<file path="config.mk">
export PLATFORM = sky130hd
export DESIGN_NAME = adc_bit_deinterleave_deserializer_core_flat
export DESIGN_NICKNAME = d
export VERILOG_FILES = /design/src/hdl/abdd_pkg.sv /design/src/hdl/abdd_stream_if.sv /design/src/hdl/abdd_assembler.sv /design/src/hdl/adc_bit_deinterleave_deserializer_core.sv /design/src/flat_wrapper.sv
export SDC_FILE = /design/constraint.sdc
export NUM_CORES = 1
export LEC_CHECK = 0
export ABC_AREA = 1
export BUFFER_PORTS_ARGS = -buffer_cell sky130_fd_sc_hd__buf_2
export CAP_MARGIN = 10
export CORE_UTILIZATION = 54
export CTS_CLUSTER_SIZE = 40
export DETAILED_ROUTE_END_ITERATION = 10
export PLACE_DENSITY = 0.81
export SYNTH_ARGS = -nofsm -noshare
export SYNTH_HDL_FRONTEND = slang
export SYNTH_SLANG_ARGS = --single-unit
</file>
<file path="constraint.sdc">
create_clock -name clk -period 2.2 [get_ports clk]
set_clock_uncertainty 0.2 [all_clocks]
set_input_delay 0.11 -clock clk [delete_from_list [all_inputs] [get_ports clk]]
set_output_delay 0.11 -clock clk [all_outputs]
set_load 0.05 [all_outputs]
</file>
<file path="src/hdl/abdd_pkg.sv">
// Shared types, widths and defaults for the bit-deinterleaving deserializer.
package abdd_pkg;

  localparam int unsigned ByteW           = 8;
  localparam int unsigned NibbleW         = 4;
  localparam int unsigned SampleW         = 16;
  localparam int unsigned ChannelW        = 3;
  localparam int unsigned BytePosW        = 2;
  localparam int unsigned PairsPerFrameDefault = 8;

  typedef logic [ByteW-1:0]    byte_t;
  typedef logic [SampleW-1:0]  sample_t;
  typedef logic [ChannelW-1:0] channel_t;
  typedef logic [BytePosW-1:0] byte_pos_t;

  typedef struct packed {
    channel_t low_channel;
    sample_t  sample_a;
    sample_t  sample_b;
    logic     frame_last;
  } result_t;

  // Place nibble bits 3,2,1,0 at sample bits 3,7,11,15, then shift down by the byte position.
  function automatic sample_t spread_nibble(input logic [NibbleW-1:0] nib, input byte_pos_t k);
    sample_t v;
    v = {nib[0], 3'b000, nib[1], 3'b000, nib[2], 3'b000, nib[3], 3'b000};
    return v >> k;
  endfunction

endpackage

</file>
<file path="src/hdl/abdd_stream_if.sv">
// Valid/ready stream channel with a typed payload.
interface abdd_stream_if #(
  parameter type payload_t = logic [7:0]
);
  logic     valid;
  logic     ready;
  payload_t payload;

  modport source (output valid, output payload, input ready);
  modport sink   (input valid, input payload, output ready);
endinterface

</file>
<file path="src/hdl/abdd_assembler.sv">
// Byte accumulator and pair counter: builds both samples of a group of four bytes.
module abdd_assembler #(
  parameter int unsigned PAIRS_PER_FRAME = abdd_pkg::PairsPerFrameDefault
) (
  input  logic              clk,
  input  logic              rst,
  input  logic              take,
  input  abdd_pkg::byte_t   data_byte,
  output logic              done,
  output abdd_pkg::result_t result
);

  localparam abdd_pkg::channel_t LastPair = abdd_pkg::ChannelW'(PAIRS_PER_FRAME - 1);

  abdd_pkg::byte_pos_t byte_position;
  abdd_pkg::channel_t  pair_position;
  abdd_pkg::sample_t   accum_a;
  abdd_pkg::sample_t   accum_b;
  abdd_pkg::sample_t   accum_a_next;
  abdd_pkg::sample_t   accum_b_next;
  logic                last;

  always_comb begin
    accum_a_next = accum_a | abdd_pkg::spread_nibble(data_byte[7:4], byte_position);
    accum_b_next = accum_b | abdd_pkg::spread_nibble(data_byte[3:0], byte_position);
    done         = take && (byte_position == abdd_pkg::byte_pos_t'(3));
    last         = (pair_position >= LastPair);
    result.low_channel = pair_position + abdd_pkg::channel_t'(1);
    result.sample_a    = accum_a_next;
    result.sample_b    = accum_b_next;
    result.frame_last  = last;
  end

  always_ff @(posedge clk) begin
    if (rst) begin
      byte_position <= '0;
      pair_position <= '0;
      accum_a       <= '0;
      accum_b       <= '0;
    end else if (take) begin
      byte_position <= byte_position + abdd_pkg::byte_pos_t'(1);
      if (done) begin
        // group complete: clear the accumulators and advance the pair
        accum_a       <= '0;
        accum_b       <= '0;
        pair_position <= last ? '0 : pair_position + abdd_pkg::channel_t'(1);
      end else begin
        accum_a <= accum_a_next;
        accum_b <= accum_b_next;
      end
    end
  end

endmodule

</file>
<file path="src/hdl/adc_bit_deinterleave_deserializer_core.sv">
// Top level of the bit-deinterleaving deserializer for a 16-channel converter link.
//
//   channel   dir    payload                                        request
//   din       sink   data_byte[7:0]                                 one raw link byte
//   dout      source low_channel[2:0] sample_a[15:0] sample_b[15:0] one sample pair
//                    frame_last
//
// One byte is taken per cycle while din is ready; every fourth byte loads the
// result register, so a pair appears in the cycle after the byte that completes
// it. The single result register sets the pace: din stays ready while it is
// empty or being drained. Synchronous reset clears the byte and pair counters,
// the accumulators and the result valid. A stall on dout holds the result and
// blocks din for as long as the result waits, whichever byte of a group is offered.
module adc_bit_deinterleave_deserializer_core #(
  parameter int unsigned PAIRS_PER_FRAME = abdd_pkg::PairsPerFrameDefault
) (
  input logic   clk,
  input logic   rst,
  abdd_stream_if.sink   din,
  abdd_stream_if.source dout
);

  logic              take;
  logic              done;
  abdd_pkg::result_t result;
  abdd_pkg::result_t result_reg;
  logic              out_valid;

  assign din.ready    = !out_valid || dout.ready;
  assign take         = din.valid && din.ready;
  assign dout.valid   = out_valid;
  assign dout.payload = result_reg;

  abdd_assembler #(
    .PAIRS_PER_FRAME(PAIRS_PER_FRAME)
  ) u_assembler (
    .clk       (clk),
    .rst       (rst),
    .take      (take),
    .data_byte (din.payload),
    .done      (done),
    .result    (result)
  );

  always_ff @(posedge clk) begin
    if (rst) begin
      out_valid <= 1'b0;
    end else if (done) begin
      out_valid <= 1'b1;
    end else if (dout.ready) begin
      out_valid <= 1'b0;
    end
  end

  always_ff @(posedge clk) begin
    if (done) begin
      result_reg <= result;
    end
  end

endmodule
</file>
<file path="src/flat_wrapper.sv">
// flat-port wrapper written by rule: the top's interface ports become plain ports
module adc_bit_deinterleave_deserializer_core_flat 
#(
  parameter int unsigned PAIRS_PER_FRAME = abdd_pkg::PairsPerFrameDefault
)
  (clk, rst, din_valid, din_payload, din_ready, dout_valid, dout_payload, dout_ready);
  abdd_stream_if din_i ();
  abdd_stream_if dout_i ();
  input logic clk;
  input logic rst;
  input wire logic [$bits(din_i.valid)-1:0] din_valid;
  input wire logic [$bits(din_i.payload)-1:0] din_payload;
  output wire logic [$bits(din_i.ready)-1:0] din_ready;
  output wire logic [$bits(dout_i.valid)-1:0] dout_valid;
  output wire logic [$bits(dout_i.payload)-1:0] dout_payload;
  input wire logic [$bits(dout_i.ready)-1:0] dout_ready;
  assign din_i.valid = din_valid;
  assign din_i.payload = din_payload;
  assign din_ready = din_i.ready;
  assign dout_valid = dout_i.valid;
  assign dout_payload = dout_i.payload;
  assign dout_i.ready = dout_ready;
  adc_bit_deinterleave_deserializer_core #(.PAIRS_PER_FRAME(PAIRS_PER_FRAME)) u_core (.clk(clk), .rst(rst), .din(din_i), .dout(dout_i));
endmodule
</file>
; Word-level counts from Yosys, hierarchy flattened
; Index checks and enable logic that the tools add are counted.
; Widths: inputs -> output; s select.
[word_totals]
reg_bits = 30
input_bits = 12
out_inout_bits = 10
wordCells = 22
[classes]
add_sub_neg = 2
magnitude_cmp = 1
eq_ne = 1
shift = 1
mux = 4
n_bitwise = 1
reduce_logical = 6
[op_table]
columns = operator, n
row1 = $mux 16, 1
row2 = $or 16x16->16, 1
row3 = $shr 16x2->16, 1
row4 = $add 3x1->3 const B, 1
row5 = $ge 3x3->1 const B, 1
row6 = $mux 3, 1
row7 = $add 2x1->2 const B, 1
row8 = $eq 2x2->1 const B, 1
row9 = $logic_and 1x1->1, 2
row10 = $mux 1, 2
row11 = $reduce_and 2->1, 1
row12 = $reduce_bool 2->1, 1
row13 = $logic_not 1->1, 1
row14 = $logic_or 1x1->1, 1

; Longest topological paths before layout
[depth]
ltp_word = 5
ltp_mapped = 6
depth_no_buf = 6

; Modules after synthesis
; From an unflattened synthesis, not the netlist that was laid out.
[hier_totals]
hier_cells = 301
hier_area_um2 = 2157.1
[modules_own_cells]
columns = mod, instances, cells_each, area_per_inst_um2, seq_area_each_um2
row1 = abdd_assembler, 1, 287, 1866.8, 740.7
row2 = adc_bit_deinterleave_deserializer_core, 1, 14, 290.3, 260.2

; Worst setup path after synthesis
; OpenSTA, ideal clock, no wires.
[synth_timing]
path_type = register to register
start = register u_core.out_valid, in the netlist u_core.dout.valid
end = register u_core.result_reg (netlist bit u_core.dout.payload[0]), enable pin
setup_time_ps = 273
t_arrival_ps = 1167
required_time_ps = 1727
setup_slack_ps = 560
path_stages_with_launch = 4
period_less_slack_ps = 1640
cell_sequence = dfxtp_1 nand2_4 nand3_4 inv_1
[synth_via]
elab_chain_len = 4
[synth_lines]
columns = item, line_no
row1 = start: declaration, adc_bit_deinterleave_deserializer_core.sv:27  ; logic out_valid;
row2 = start signal: assignment, adc_bit_deinterleave_deserializer_core.sv:47  ; out_valid <= 1'b0;
row3 = start signal: assignment, adc_bit_deinterleave_deserializer_core.sv:49  ; out_valid <= 1'b1;
row4 = start signal: assignment, adc_bit_deinterleave_deserializer_core.sv:51  ; out_valid <= 1'b0;
row5 = $logic_not 1->1, adc_bit_deinterleave_deserializer_core.sv:29  ; assign din.ready = !out_valid || dout.ready;
row6 = $logic_or 1x1->1, adc_bit_deinterleave_deserializer_core.sv:29
row7 = named net din_ready, flat_wrapper.sv:13  ; output wire logic [$bits(din_i.ready)-1:0] din_ready;
row8 = $logic_and 1x1->1, adc_bit_deinterleave_deserializer_core.sv:30  ; assign take = din.valid && din.ready;
row9 = $logic_and 1x1->1, abdd_assembler.sv:26  ; done = take && (byte_position == abdd_pkg::byte_pos_t'(3));
row10 = named net u_core.done, adc_bit_deinterleave_deserializer_core.sv:24  ; logic done;
row11 = end signal: assignment, adc_bit_deinterleave_deserializer_core.sv:57  ; result_reg <= result;
row12 = end: declaration, adc_bit_deinterleave_deserializer_core.sv:26  ; abdd_pkg::result_t result_reg;
; The timed path passes the listed nets, and every way through them passes these cells.
; A chain may end at the register's enable or synchronous reset.

; Final worst setup path
[layout_timing]
start = register u_core.u_assembler.byte_position[0]
end = register u_core.u_assembler.pair_position[0]
[layout_via]
elab_chain_len = 3
[layout_lines]
columns = item, line_no
row1 = start: declaration, abdd_assembler.sv:15  ; abdd_pkg::byte_pos_t byte_position;
row2 = start signal: assignment, abdd_assembler.sv:41  ; byte_position <= byte_position + abdd_pkg::byte_pos_t'(1);
row3 = $eq 2x2->1, abdd_assembler.sv:26
row4 = $logic_and 1x1->1, abdd_assembler.sv:26
row5 = $reduce_and 2->1 (no source line), -
row6 = end signal: assignment, abdd_assembler.sv:46  ; pair_position <= last ? '0 : pair_position + abdd_pkg::channel_t'(1);
row7 = end: declaration, abdd_assembler.sv:16  ; abdd_pkg::channel_t pair_position;
; No other way between the ends.

==> key figures <==
Layout
  • Ant. Diodes: 0
  • # fillers: around 140
  • Final nets: about 140
  • Area growth from synthesis to layout: 18.2%
  • Share of layout cells above drive strength 1: 0.228
  • Post-route cell area: 1060 sq um

Critical path
  • CP Data Required Time: approximately 2.2 ns
  • Crit path max fanout: 8
  • Worst setup SP type: flop
  • Critical path class: reg -> reg
  • R2r endpoint: u_core.u_assembler.pair_position[0]
  • Setup crit end kind: flop
  • Worst reg2reg startpoint: u_core.u_assembler.byte_position[0]
  • Worst Reg-to-Reg Cells: 5
  • Crit path DAT: approximately 1.9 ns
  • R2r setup slk: between 0.3 and 0.4 ns

Die
  • Die width: around 43 um
  • Top-Level Pins: 22
  • Die Span Y: between 40 and 50 um
  • Row cnt: 14
  • Initial Util: 0.586
  • Core Footprint: 1520 sq um
  • Area of the die: ~1800 sq um

Timing
  • Crit path setup slack, layout: between 0.3 and 0.4 ns
  • Hold WS: -0.00235 ns
  • Least-Margin Pin Slew: 0.294 ns
  • Final setup vio count: 0
  • Setup tns final: 0 ns
  • Tmin final: approximately 1.9 ns
  • Fin. Hold Viols: 1
  • Final Cycle Share: 0.855
  • Final-report max-slew violation count: 0
  • Max_slew headroom: 0.804
  • FMAX: 532 MHz
  • Unrepaired setup endpoints after global routing: no

Clock network
  • Clock H-tree levels: 1
  • Clk Latency, worst-skew pair: ~0.29 ns
  • Clock slew at reported path FFs: around 0.12 ns
  • Longest Clk Path Bufs: 2
  • Postcts setup bufs: 0
  • Clock Sinks: 21
  • Resized Gates After CTS: 0
  • TritonCTS clock tree: yes
  • CTS root buf: clkbuf_4
  • Total CTS buffers: 3
  • CTS Hold Buffers Added: 4

Status
  • Outcome: finished with violations
  • Failing checks: negative hold slack

Routing
  • Drt wl/cell: between 10 and 15 um
  • Via count: approximately 700
  • Remaining DRCs: 0
  • Vias per std cell: 4.94
  • Final WL: between 1000 and 1500 um
  • DRT iter0 DRCs: 13
  • Post-DRT Antenna Nets: 0
  • DRT Pass-1 Iters: 4

Logic synthesis
  • Post-synth EDFFs: 8
  • Commonest cells post-synth: 24 x nor2_1, 15 x nand2_1, 14 x inv_1
  • Synth area leader: dfxtp_1
  • Post-Syn Area per Cell: 8.93 sq um
  • Yosys reg bits: 21
  • Synth Cell Area: 893 sq um
  • Ys Warns: 0
  • Sequential element share of the synthesized area: 0.560
  • Synthesized Nets: roughly 120
  • Ys flop type: dfxtp_1
  • Asr flop ratio synth: 0
  • Synth top area share: 0.291
  • Most instantiated library cell after synthesis: nor2_1
  • Largest cells by area after synthesis: dfxtp_1 29%, edfxtp_1 27%, nor2_1 10%
  • Cells after synthesis: 100
  • Post-synth cell types: 18

Place
  • Area of placed instances: ~1000 sq um
  • Setup slack at placement: roughly 0.55 ns
  • Port Buffer Count: 15
  • Post-DP HPWL: 1070 um
  • GPL Wtd Cong: 0.873

Pwr
  • Peak supply drop: ~350 uV
  • Pwr dens: about 640 nW/um^2
  • Leakage power: between 0.4 and 0.5 nW

GRT
  • Antenna violations before repair: 0
  • First-pass GRT wire length: between 2000 and 2500 um
  • Grt ovf: 0
  • Vias in the first global route: 590
  • Largest net degree at the start of global routing: 13
  • Global-route usage over all layers: 0.180

Min path
  • Hold WC Path Type: in -> reg
  • Hold path endpoint: u_core.dout.valid
  • Beginning of the worst hold path: dout_ready
  • WHS Path Cells: 6

Job
  • MaxCap Viol Count: 0
power by group:
| part | leakage [nW] | total (mW) | internal, mW | switching [mW] |
|---|---|---|---|---|
| sequential | 0.177 | 0.424 | 0.415 | 0.00937 |
| combinational | 0.301 | 0.0714 | 0.0252 | 0.0462 |
| clock | 0.0177 | 0.180 | 0.0676 | 0.113 |
| total | 0.496 | 0.676 | 0.508 | 0.168 |
layout make-up:
type	instances	area (sq um)	share of cell area
Tap cell	16	20.0	0.0190
Inverter	16	60.1	0.0569
Sequential cell	21	500	0.474
Clock buffer	3	22.5	0.0213
Multi-Input combinational cell	63	333	0.315
Timing Repair Buffer	19	115	0.109
Clock inverter	1	5.00	0.00474
state kept, by name (all words and copies together), names as in the netlist:
name	flops
u_core.u_assembler.accum_b	7
u_core.u_assembler.byte_position	2
u_core.dout.payload	8
u_core.dout.valid	1
u_core.u_assembler.pair_position	3
layout by cell type (no fill, tap or decap):
master / n
nor2_2: 1
edfxtp_1: 8
buf_2: 15
nand3_1: 7
nand2_1: 15
nand3_4: 1
o21bai_4: 1
nor2_1: 24
o21bai_1: 1
inv_2: 2
a21oi_1: 2
nand2_2: 2
dlygate4sd3_1: 4
ha_1: 3
clkinv_2: 1
o21ai_2: 1
nand2_4: 1
dfxtp_1: 13
o21ai_0: 3
inv_1: 14
clkbuf_4: 3
nand4_1: 1
worst max-delay path by stage:
stage	start	to	depth (start not counted)
6_report	u_core.u_assembler.byte_position[0]	u_core.u_assembler.pair_position[0]	5
5_1_grt	u_core.u_assembler.pair_position[0]	u_core.u_assembler.pair_position[0]	6
4_1_cts	u_core.u_assembler.pair_position[0]	u_core.u_assembler.pair_position[0]	6
3_5_place_dp	u_core.u_assembler.byte_position[0]	u_core.dout.payload[5]	3
2_1_floorplan	u_core.dout.valid	u_core.dout.payload[0]	3
3_3_place_gp	u_core.u_assembler.byte_position[0]	u_core.dout.payload[5]	3
critical path, stage by stage, from the launching register on:
cell	delay, ns
dfxtp_1	0.49
ha_1	0.28
nand3_4	0.13
nand2_1	0.07
a21oi_1	0.06
dlygate4sd3_1	0.55
metrics by stage:
stage	hold WS [ns]	cells	total power, mW	util
global placement	0.112	131	0.496	0.649
finish	-0.00235	139	0.676	0.693
floorplan	-0.0209	100	0.480	-
CTS	0.00129	139	0.678	0.693
global route	0.0283	139	0.704	0.693
detailed placement	0.122	131	0.499	0.649
routing by layer:
layer,share of wire,vias up,track usage
met4,0.0083,0,0.0563
met2,0.48,15,0.303
li1,-,362,-
met5,0,-,0
met3,0.039,2,0.0255
met1,0.47,308,0.237
logic make-up after synthesis:
logic type | after synthesis | share of synthesized area
flops | 21 | 0.560
simple gates | 52 | 0.263
compound gates | 8 | 0.0672
fa+ha+maj | 3 | 0.0420
buf+inv | 16 | 0.0672
Note: power is estimated with default switching activity, not from simulation.
